`src/hw/rtl/positional_list_engine_defines.svh`:
```
// assertion macros shared by the positional list engine rtl
`ifndef POSITIONAL_LIST_ENGINE_DEFINES_SVH
`define POSITIONAL_LIST_ENGINE_DEFINES_SVH

// condition that must hold at every clock edge out of reset
`define PLE_ASSERT(lbl, cond, msg) \
    lbl: assert property (@(posedge i_clk) disable iff (!i_rst_n) (cond)) else $error(msg);

// same-cycle implication
`define PLE_ASSERT_IMP(lbl, ante, cons, msg) \
    lbl: assert property (@(posedge i_clk) disable iff (!i_rst_n) (ante) |-> (cons)) \
        else $error(msg);

// next-cycle implication
`define PLE_ASSERT_NXT(lbl, ante, cons, msg) \
    lbl: assert property (@(posedge i_clk) disable iff (!i_rst_n) (ante) |=> (cons)) \
        else $error(msg);

`endif

```
`src/hw/rtl/ple_pkg.sv`:
```
// package with codes, field widths and helpers for the positional list engine
package ple_pkg;

    localparam int CAPACITY_DEF   = 64;
    localparam int DATA_WIDTH_DEF = 32;

    // fixed field widths of the stream beats
    localparam int CMD_W     = 3;
    localparam int POS_W     = 7;
    localparam int VAL_W     = 32;
    localparam int ST_W      = 2;
    localparam int DOUT_W    = 32;
    localparam int FIDX_W    = 6;
    localparam int CNT_W     = 7;
    localparam int S_TDATA_W = 40;
    localparam int M_TDATA_W = 48;

    // fan-in of one node of the selection tree
    localparam int FAN = 8;

    localparam logic [CMD_W-1:0] CMD_GET    = 3'd0;
    localparam logic [CMD_W-1:0] CMD_SET    = 3'd1;
    localparam logic [CMD_W-1:0] CMD_APPEND = 3'd2;
    localparam logic [CMD_W-1:0] CMD_INSERT = 3'd3;
    localparam logic [CMD_W-1:0] CMD_REMOVE = 3'd4;
    localparam logic [CMD_W-1:0] CMD_SEARCH = 3'd5;

    localparam logic [ST_W-1:0] ST_OK       = 2'd0;
    localparam logic [ST_W-1:0] ST_RANGE    = 2'd1;
    localparam logic [ST_W-1:0] ST_NOTFOUND = 2'd2;
    localparam logic [ST_W-1:0] ST_FULL     = 2'd3;

    // broadcast control for every cell of the chain
    typedef struct packed {
        logic wr;
        logic shift_up;
        logic shift_down;
        logic search;
    } t_cell_ctl;

    // per-command info that travels beside the selection tree
    typedef struct packed {
        logic [ST_W-1:0]  status;
        logic             is_search;
        logic             is_read;
        logic [CNT_W-1:0] count;
        logic             empty;
    } t_side;

    // number of nodes at tree level lvl over n leaves
    function automatic int lvl_width(input int n, input int lvl);
        int w;
        w = n;
        for (int i = 0; i <= lvl; i++) begin
            w = (w + FAN - 1) / FAN;
        end
        return w;
    endfunction

    // registered levels needed to reduce n leaves to one node
    function automatic int tree_levels(input int n);
        int w;
        int lv;
        w  = (n + FAN - 1) / FAN;
        lv = 1;
        while (w > 1) begin
            w  = (w + FAN - 1) / FAN;
            lv = lv + 1;
        end
        return lv;
    endfunction

endpackage

```
`src/hw/rtl/ple_cell.sv`:
```
// one storage cell of the list chain: holds one element and flags a hit
module ple_cell #(
    parameter int DATA_WIDTH = ple_pkg::DATA_WIDTH_DEF,
    parameter int IDX_W      = 6,
    parameter int LEN_W      = 7,
    parameter int INDEX      = 0
) (
    input  logic                  i_clk,
    input  logic                  i_en,
    input  ple_pkg::t_cell_ctl    i_ctl,
    input  logic [IDX_W-1:0]      i_wpos,
    input  logic [LEN_W-1:0]      i_len,
    input  logic [DATA_WIDTH-1:0] i_key,
    input  logic [DATA_WIDTH-1:0] i_lo,
    input  logic [DATA_WIDTH-1:0] i_hi,
    output logic [DATA_WIDTH-1:0] o_data,
    output logic                  o_hit
);

    localparam logic [IDX_W-1:0] MY_IDX = IDX_W'(INDEX);
    localparam logic [LEN_W-1:0] MY_LEN = LEN_W'(INDEX);

    logic [DATA_WIDTH-1:0] r_data;
    logic                  w_at;
    logic                  w_above;

    assign w_at    = (MY_IDX == i_wpos);
    assign w_above = (MY_IDX > i_wpos);

    always_ff @(posedge i_clk) begin
        if (i_en) begin
            if (i_ctl.shift_up && w_above) begin
                r_data <= i_lo;
            end else if (i_ctl.shift_down && (w_above || w_at)) begin
                r_data <= i_hi;
            end else if (i_ctl.wr && w_at) begin
                r_data <= i_key;
            end
        end
    end

    // search hit only counts inside the list, otherwise select by position
    assign o_hit  = i_ctl.search ? ((MY_LEN < i_len) && (r_data == i_key)) : w_at;
    assign o_data = r_data;

endmodule

```
`config.mk`:
```
export PLATFORM = sky130hd
export DESIGN_NAME = ple_cell
export DESIGN_NICKNAME = d
export VERILOG_FILES = /design/src/hw/rtl/positional_list_engine_defines.svh /design/src/hw/rtl/ple_pkg.sv /design/src/hw/rtl/ple_cell.sv
export SDC_FILE = /design/constraint.sdc
export NUM_CORES = 1
export LEC_CHECK = 0
export BUFFER_PORTS_ARGS = -buffer_cell sky130_fd_sc_hd__buf_2
export CAP_MARGIN = 5
export CORE_UTILIZATION = 36
export CTS_BUF_LIST = sky130_fd_sc_hd__clkbuf_4 sky130_fd_sc_hd__clkbuf_8 sky130_fd_sc_hd__clkbuf_16
export DETAILED_ROUTE_END_ITERATION = 8
export PLACE_DENSITY = 0.77
export SLEW_MARGIN = 20
export SYNTH_ARGS = -nofsm -noshare
export SYNTH_HDL_FRONTEND = slang
export SYNTH_SLANG_ARGS = --single-unit
```
`constraint.sdc`:
```
create_clock -name i_clk -period 2.2 [get_ports i_clk]
set_input_delay 0 -clock i_clk [delete_from_list [all_inputs] [get_ports i_clk]]
set_output_delay 0 -clock i_clk [all_outputs]
set_load 0.02 [all_outputs]
```
; ---- Yosys cells after proc, flatten, opt, wreduce, memory -nomap -nowiden
; Cells that the tools add are included.
[op_classes]
n_lt_le_gt_ge = 2
n_eq_ne = 1
mux = 4
n_reduce_logical = 8
[op_table]
columns = op, n
row1 = 2-to-1 mux 32 bit, 3
row2 = equality test 32 bit, 1
row3 = < comparator 1 x 7 -> 1 bit (first input constant), 1
row4 = greater-than comparator 1 x 6 -> 1 bit (first input constant), 1
row5 = logical NOT 6 bit, 1
row6 = logical AND 1 bit, 4
row7 = nonzero test 3 bit, 1
row8 = AND reduction 2 bit, 1
row9 = logical OR 1 bit, 1
row10 = 2-to-1 mux 1 bit, 1
[totals]
register_bits = 32
in_bits = 115
output_inout_bits = 33

; ---- Depth between registers and ports, before layout
; Gate-level depths: netlist of the first run.
[depth]
ltp_word = 5
ltp_mapped = 5

; ---- Worst setup path after synthesis of the first run
; No wires, ideal clock.
[synth_timing]
path_kind = input to register
start = in i_wpos[5]
end = reg r_data[0], in the netlist o_data[0] (enable)
arrival_time_ns = 1.648
required_time_ns = 1.779
setup_slack_ns = 0.131
path_stages = 3
n_path_buf = 0
cell_sequence = nor2_2 > nand3_1 > nor2_1
[synth_between]
elab_chain_len = 5
word_cells_on_any_way = 8
cone_classes = order compare (1) / reduce/logical (7)
[synth_lines]
columns = item, line
row1 = start: declaration, ple_cell.sv:11  ; input logic [IDX_W-1:0] i_wpos,
row2 = greater-than comparator 1 x 6 -> 1 bit or logical NOT 6 bit (tied branches), "ple_cell.sv:28, ple_cell.sv:27"
row3 = logical OR 1 bit, ple_cell.sv:34  ; end else if (i_ctl.shift_down && (w_above || w_at)) begin
row4 = logical AND 1 bit, ple_cell.sv:34
row5 = nonzero test 3 bit (no line) *, -
row6 = AND reduction 2 bit (no line) *, -
row7 = end signal: assignment, ple_cell.sv:33  ; r_data <= i_lo;
row8 = end signal: assignment, ple_cell.sv:35  ; r_data <= i_hi;
row9 = end signal: assignment, ple_cell.sv:37  ; r_data <= i_key;
row10 = end: declaration, ple_cell.sv:23  ; logic [DATA_WIDTH-1:0] r_data;
; Every way passes the cells marked *; elsewhere a longest branch is shown, timed or not.
; A chain may end at the register's enable or synchronous reset.

; ---- Worst setup path after layout of the first run
[layout_timing]
start = reg r_data[24], in the netlist o_data[24]
end = out o_hit
[layout_between]
elab_chain_len = 3
[layout_lines]
columns = item, line
row1 = equality test 32 bit, ple_cell.sv:43  ; assign o_hit = i_ctl.search ? ((MY_LEN < i_len) && (r_data == i_key)) : w_at;
row2 = logical AND 1 bit, ple_cell.sv:43
row3 = 2-to-1 mux 1 bit, ple_cell.sv:43
row4 = end: declaration, ple_cell.sv:17  ; output logic o_hit
; No other way between the ends.

==> run_results.csv, run 1 <==
group,metric,value,unit
sta,timing.setup.tns,0,ns
clock_network,cts_buffers,5,
routing,ant_nets,0,
routing,remaining_drc_errors,0,
flow_run,maxCapViolCount,0,
placement,portBuffers,114,
placement,routabilityCongestion,0.734,
sta,rsz0062_at_grt,"false",
grt,grt-ovfl-total,0,
die,coreArea,0.00507,mm^2
yosys,avgSynthCellArea,15.6,um^2
outcome,outcome,"completed",
finish,n_antenna_cell,0,
setup_path,required,2.20,ns
finish,final_common_cell,"buf_2",
clock_network,post_cts_resized,0,
setup_path,startpoint_type,"flip-flop",
grt,grt_pass1_vias,1374,
setup_path,endpoint_kind,"output port",
grt,grt_max_degree,33,
min_path,hold_depth,2,
sta,min_period,1.74,ns
yosys,synth-simple-area-share,6.68,%
yosys,synthTopCellsByArea,"edfxtp_1 51%, mux2_4 24%, xnor2_1 9.7%",
die,start_util,37.3,%
yosys,syn-cell-area,0.00189,mm^2
setup_path,path_class,"reg -> out",
grt,antenna_found_initial,0,
routing,drt-initial-drc-count,56,
finish,fillerInstances,479,
yosys,synth_nets,236,
yosys,synth_xor_area_share,14.8,%
power,leakage,1.22,nW
sta,fmax,576,MHz
yosys,ys_ff_latch,32,
sta,setup-violations-final,0,
finish,layout_common_cells,"114 x buf_2, 32 x edfxtp_1, 30 x mux2_4",
power,power.density,487,mW/mm^2
routing,wl,4350,um
sta,tightest_slew,0.834,ns
yosys,synthAdderAreaFrac,0,%
yosys,ys_seq_area_share,50.8,%
grt,grt.total_usage,15.2,%
setup_path,cp.arrival,1.74,ns
finish,nets,359,
yosys,yosys.area.top_type,"edfxtp_1",
routing,wl_per_cell,13.8,um
clock_network,cts-root-buf,"clkbuf_8",
yosys,ys_types,16,
clock_network,clk_pin_slew,0.07,ns
yosys,synthMuxAreaShare,25.0,%
min_path,min_path_type,"in -> reg",
clock_network,clock_sinks,32,
finish,stdcell_area,0.00265,mm^2
yosys,synth_cells,121,
yosys,synth.top_cell.area_share,50.8,%
sta,max-slew-margin-rel,44.3,%
die,rows,26,
finish,syn_to_final_growth,39.9,%
clock_network,cts_tree,"yes",
die,die_y,74.5,um
routing,dr.pass1.iters,4,
placement,hpwl,3450,um
die,die_width,74.5,um
placement,placed_area,0.00253,mm^2
yosys,yosys_warnings,0,
finish,drive_gt1_share,65.3,%
clock_network,cts_buffer_depth,2,
sta,fin_crit_sh,78.9,%
yosys,synth_top_family_by_area,"multiplexers",
die,ios,148,
power,ir_worst_vdd,0.000312,V
finish,largest_reg_flops,32,
die,die_area,0.00555,mm^2
grt,grt_pass1_wl,6200,um
clock_network,ctsHoldBuffers,0,
setup_path,cp_max_fo,2,
routing,vias_per_cell,4.59,
clock_network,h-tree-depth,2,
power,total_power,1.29,mW
clock_network,postCtsSetupRepairBufs,0,
yosys,synth_compound_area_share,0.860,%
routing,vias,1446,
sta,hold_viol,0,
sta,slew_viol_final,0,
[final timing paths]
path | end | start | slack (ns)
setup / recovery | o_hit | o_data[24]$_DFFE_PP_ | 0.46
hold / removal | o_data[5]$_DFFE_PP_ | i_hi[5] | 0.02
[layout make-up]
cell class / count / area (um^2) / area share [%]
repair buffers: 119 / 616 / 23.3
well taps: 70 / 87.6 / 3.31
multi-input cells: 86 / 898 / 34.0
clock inverters: 3 / 13.8 / 0.520
flip-flops and latches: 32 / 961 / 36.3
clock buffers: 5 / 68.8 / 2.60
[power by group]
part | internal [mW] | switching (mW) | leakage (nW) | total, mW
sequential | 0.674 | 0.00198 | 0.288 | 0.676
combinational | 0.120 | 0.0681 | 0.884 | 0.188
clock | 0.214 | 0.209 | 0.0453 | 0.423
[through the flow]
| stage | hold WS, ns | util (%) | std cells | setup WS (ns) |
|---|---|---|---|---|
| 3_5_place_dp | 0.304 | 49.9 | 304 | 0.387 |
| 2_1_floorplan | 0.158 | - | 121 | 0.131 |
| 4_1_cts | 0.00490 | 51.5 | 312 | 0.437 |
| 5_1_grt | 0.00157 | 52.1 | 315 | 0.278 |
| 3_3_place_gp | 0.300 | 49.9 | 304 | 0.429 |
| 6_report | 0.0150 | 52.1 | 315 | 0.464 |
[worst max-delay path, stage by stage (launching register included)]
cell	delay, ns
edfxtp_1	0.42
xnor2_1	0.18
nand4_1	0.14
nor4_1	0.28
nand4_1	0.12
o22ai_1	0.12
buf_2	0.19
[cell families after synthesis]
group	count (synthesis)
and+or+nand+nor	19
AOI/OAI and AO/OA	3
xor gates and xnor gates	32
buffers and inverters	3
DFF	32
muxes	32
[layer usage]
metal	part of all wire, %	track usage, %	vias up	wire length (um)
met5	0	0	-	0
met1	39	16.7	681	1700
met4	0.87	5.03	0	38
li1	-	-	703	-
met2	55	27.4	56	2380
met3	5.2	5.28	6	228
[Yosys cell counts]
library cell	number
a21oi_1	1
buf_6	3
edfxtp_1	32
mux2_2	2
mux2_4	30
nand3_1	2
nand4_1	6
nand4_4	1
nor2_1	1
nor2_2	3
nor3_1	2
nor4_1	4
o21ai_0	1
o22ai_1	1
xnor2_1	21
xor2_1	11
No activity file was read; power rests on OpenSTA's default activity.
==> inputs of run 2 (changes only) <==
--- a/config.mk
+++ b/config.mk
@@ -7,10 +7,10 @@
 export LEC_CHECK = 0
 export BUFFER_PORTS_ARGS = -buffer_cell sky130_fd_sc_hd__buf_2
 export CAP_MARGIN = 5
-export CORE_UTILIZATION = 36
+export CORE_UTILIZATION = 40
 export CTS_BUF_LIST = sky130_fd_sc_hd__clkbuf_4 sky130_fd_sc_hd__clkbuf_8 sky130_fd_sc_hd__clkbuf_16
 export DETAILED_ROUTE_END_ITERATION = 8
-export PLACE_DENSITY = 0.77
+export PLACE_DENSITY = 0.81
 export SLEW_MARGIN = 20
 export SYNTH_ARGS = -nofsm -noshare
 export SYNTH_HDL_FRONTEND = slang
==> constraint.sdc (replaced) <==
create_clock -name i_clk -period 1.8 [get_ports i_clk]
set_input_delay 0 -clock i_clk [delete_from_list [all_inputs] [get_ports i_clk]]
set_output_delay 0 -clock i_clk [all_outputs]
set_load 0.02 [all_outputs]
==> run 2 against run 1 <==
The flow now finishes with violations (design-rule violations). Global-route usage increased by 3.3 points. Routed wire length increased by 1.6%. First-iteration DRC count increased by 54%. Utilization increased by 6.9 points. Critical path depth unchanged. Non-clock buffer count decreased by 1. Count of clock-buffer cells in the layout increased by 1. Cell count decreased by 6.3%. Clock power increased by 24%. Via count increased by 0.35%. Worst setup slack got worse by 0.44 ns. Die area decreased by 9.7%. Largest power group unchanged.
==> run_results.csv, run 2 (synthesis results as in run 1) <==
group,metric,value,unit
min_path,min_path_type,"in -> reg",
routing,wl,4420,um
routing,remaining_drc_errors,24,
clock_network,cts_buffer_depth,2,
min_path,worstHoldEndpoint,"o_data[10]$_DFFE_PP_",
sta,fmax,562,MHz
setup_path,required,1.80,ns
finish,stdcell_area,0.00263,mm^2
setup_path,cp_max_fo,2,
placement,portBuffers,114,
sta,min_period,1.78,ns
min_path,hold_depth,2,
clock_network,clk_pin_slew,0.07,ns
power,p_sw,333,uW
grt,antenna_found_initial,0,
routing,drt-initial-drc-count,86,
outcome,violations,"design-rule violations",
clock_network,cts_buffers,5,
power,ir_worst_vdd,0.000273,V
finish,syn_to_final_growth,38.8,%
clock_network,h-tree-depth,2,
placement,hpwl,3510,um
routing,ant_nets,0,
min_path,worst_hold_startpoint,"i_hi[10]",
setup_path,path_common_cell,"nand4_1",
setup_path,worstSetupStartpoint,"o_data[12]$_DFFE_PP_",
setup_path,startpoint_type,"flip-flop",
grt,grt_max_degree,22,
power,p_clk_share,33.2,%
flow_run,maxCapViolCount,0,
finish,layout_common_cells,"113 x buf_2, 32 x edfxtp_1, 30 x mux2_4",
sta,tightest_slew,0.404,ns
grt,grt_pass1_vias,1509,
placement,placed_area,0.00252,mm^2
clock_network,cts-root-buf,"clkbuf_8",
finish,nets,358,
sta,timing.setup.tns,0,ns
clock_network,clock_sinks,32,
die,coreArea,0.00444,mm^2
sta,setup-violations-final,0,
die,die_width,70.8,um
finish,fillerInstances,380,
sta,slew_viol_final,0,
setup_path,crit_slowest_cell,"edfxtp_1",
power,p_int,1.24,mW
sta,rsz0062_at_grt,"true",
die,die_y,70.8,um
routing,wl_per_cell,15.0,um
setup_path,cp_cell_sequence,"xnor2_1 > nand4_1 > nor4_2 > nand4_1 > o22ai_2 > buf_6",
sta,fin_crit_sh,98.9,%
grt,grt-ovfl-total,0,
grt,grt_pass1_wl,6960,um
finish,largest_reg_flops,32,
setup_path,endpoint_kind,"output port",
clock_network,cts_tree,"yes",
power,leakage,1.21,nW
clock_network,ctsHoldBuffers,0,
setup_path,cp.arrival,1.78,ns
finish,multi_input_area,911,um^2
grt,grt.total_usage,18.6,%
die,start_util,42.5,%
die,rows,24,
finish,register_area,961,um^2
finish,n_antenna_cell,0,
routing,vias,1451,
placement,routabilityCongestion,0.747,
clock_network,postCtsSetupRepairBufs,0,
die,ios,148,
sta,hold_viol,0,
setup_path,max_stage_delay,0.39,ns
routing,vias_per_cell,4.92,
power,power.density,601,mW/mm^2
finish,final_common_cell,"buf_2",
finish,drive_gt1_share,67.5,%
power,sequentialPowerShare,52.4,%
power,combPwrFrac,14.3,%
sta,max-slew-margin-rel,73.0,%
die,die_area,0.00501,mm^2
routing,dr.pass1.iters,6,
power,swShare,21.1,%
outcome,outcome,"complete, but fails checks",
setup_path,path_class,"reg -> out",
==> run 2: cell types whose count changed in the layout (fill, tap and decap cells not counted), sizes merged <==
cell         change
dlygate4sd3      -3
buf              +2
clkinv           -2
clkbuf           +1
==> run 2: final cells by class <==
| class | count | area share (%) |
|---|---|---|
| clock buffers | 6 | 2.91 |
| repair buffers | 118 | 23.1 |
| flip-flops and latches | 32 | 36.6 |
| well taps | 52 | 2.48 |
| clock inverters | 1 | 0.191 |
| multi-input cells | 86 | 34.7 |
==> run 2: how the worst max path moves through the flow <==
stage | cells past startpoint | slack (ns) | to
after floorplan | 3 | 0.25 | o_data[0]$_DFFE_PP_
after global placement | 6 | 0.26 | o_hit
after detailed placement | 6 | 0.20 | o_hit
after CTS | 6 | 0.001 | o_hit
after global routing | 6 | -0.10 | o_hit
final | 6 | 0.02 | o_hit
==> run 2: power groups by stage <==
| stage | registers (mW) | logic, mW | clock network, mW |
|---|---|---|---|
| after detailed placement | 0.843 | 0.227 | 0 |
| after global placement | 0.843 | 0.220 | 0 |
| after floorplan | 0.848 | 0.101 | 0 |
| final | 0.827 | 0.226 | 0.524 |
| after global routing | 0.827 | 0.247 | 0.575 |
| after CTS | 0.827 | 0.229 | 0.544 |
==> run 2: metrics by stage <==
stage	power, mW	setup WS [ns]	hold slack (ns)	instances	utilization [%]
detailed placement	1.07	0.204	0.305	288	56.8
global placement	1.06	0.258	0.301	288	56.8
global route	1.65	-0.104	0.00652	295	59.1
finish	1.58	0.0192	0.0175	295	59.1
floorplan	0.948	0.245	0.158	121	-
CTS	1.60	0.000995	0.00783	295	58.8
==> run 2: repair_timing <==
| item | in CTS | in global routing |
|---|---|---|
| gates resized for setup | 2 | 2 |
| endpoints found under the setup margin | 1 | 1 |
| endpoints found under the hold margin | 0 | 0 |
| pin swaps | 2 | 4 |
==> run 2: routing by layer <==
layer	routed length, um	part of all wire, %	global-route usage [%]
met1	1760	40	19.9
met2	2230	50	34.1
met3	355	8.0	5.98
met4	74	1.7	6.89
met5	0	0	0
==> run 2: critical path: cells and delay by family, from the launching register on <==
| family | cells | cell delay (ns) |
|---|---|---|
| AOI/OAI and AO/OA | 1 | 0.12 |
| xor gates and xnor gates | 1 | 0.19 |
| buffers and inverters | 1 | 0.14 |
| DFF | 1 | 0.39 |
| and+or+nand+nor | 3 | 0.66 |
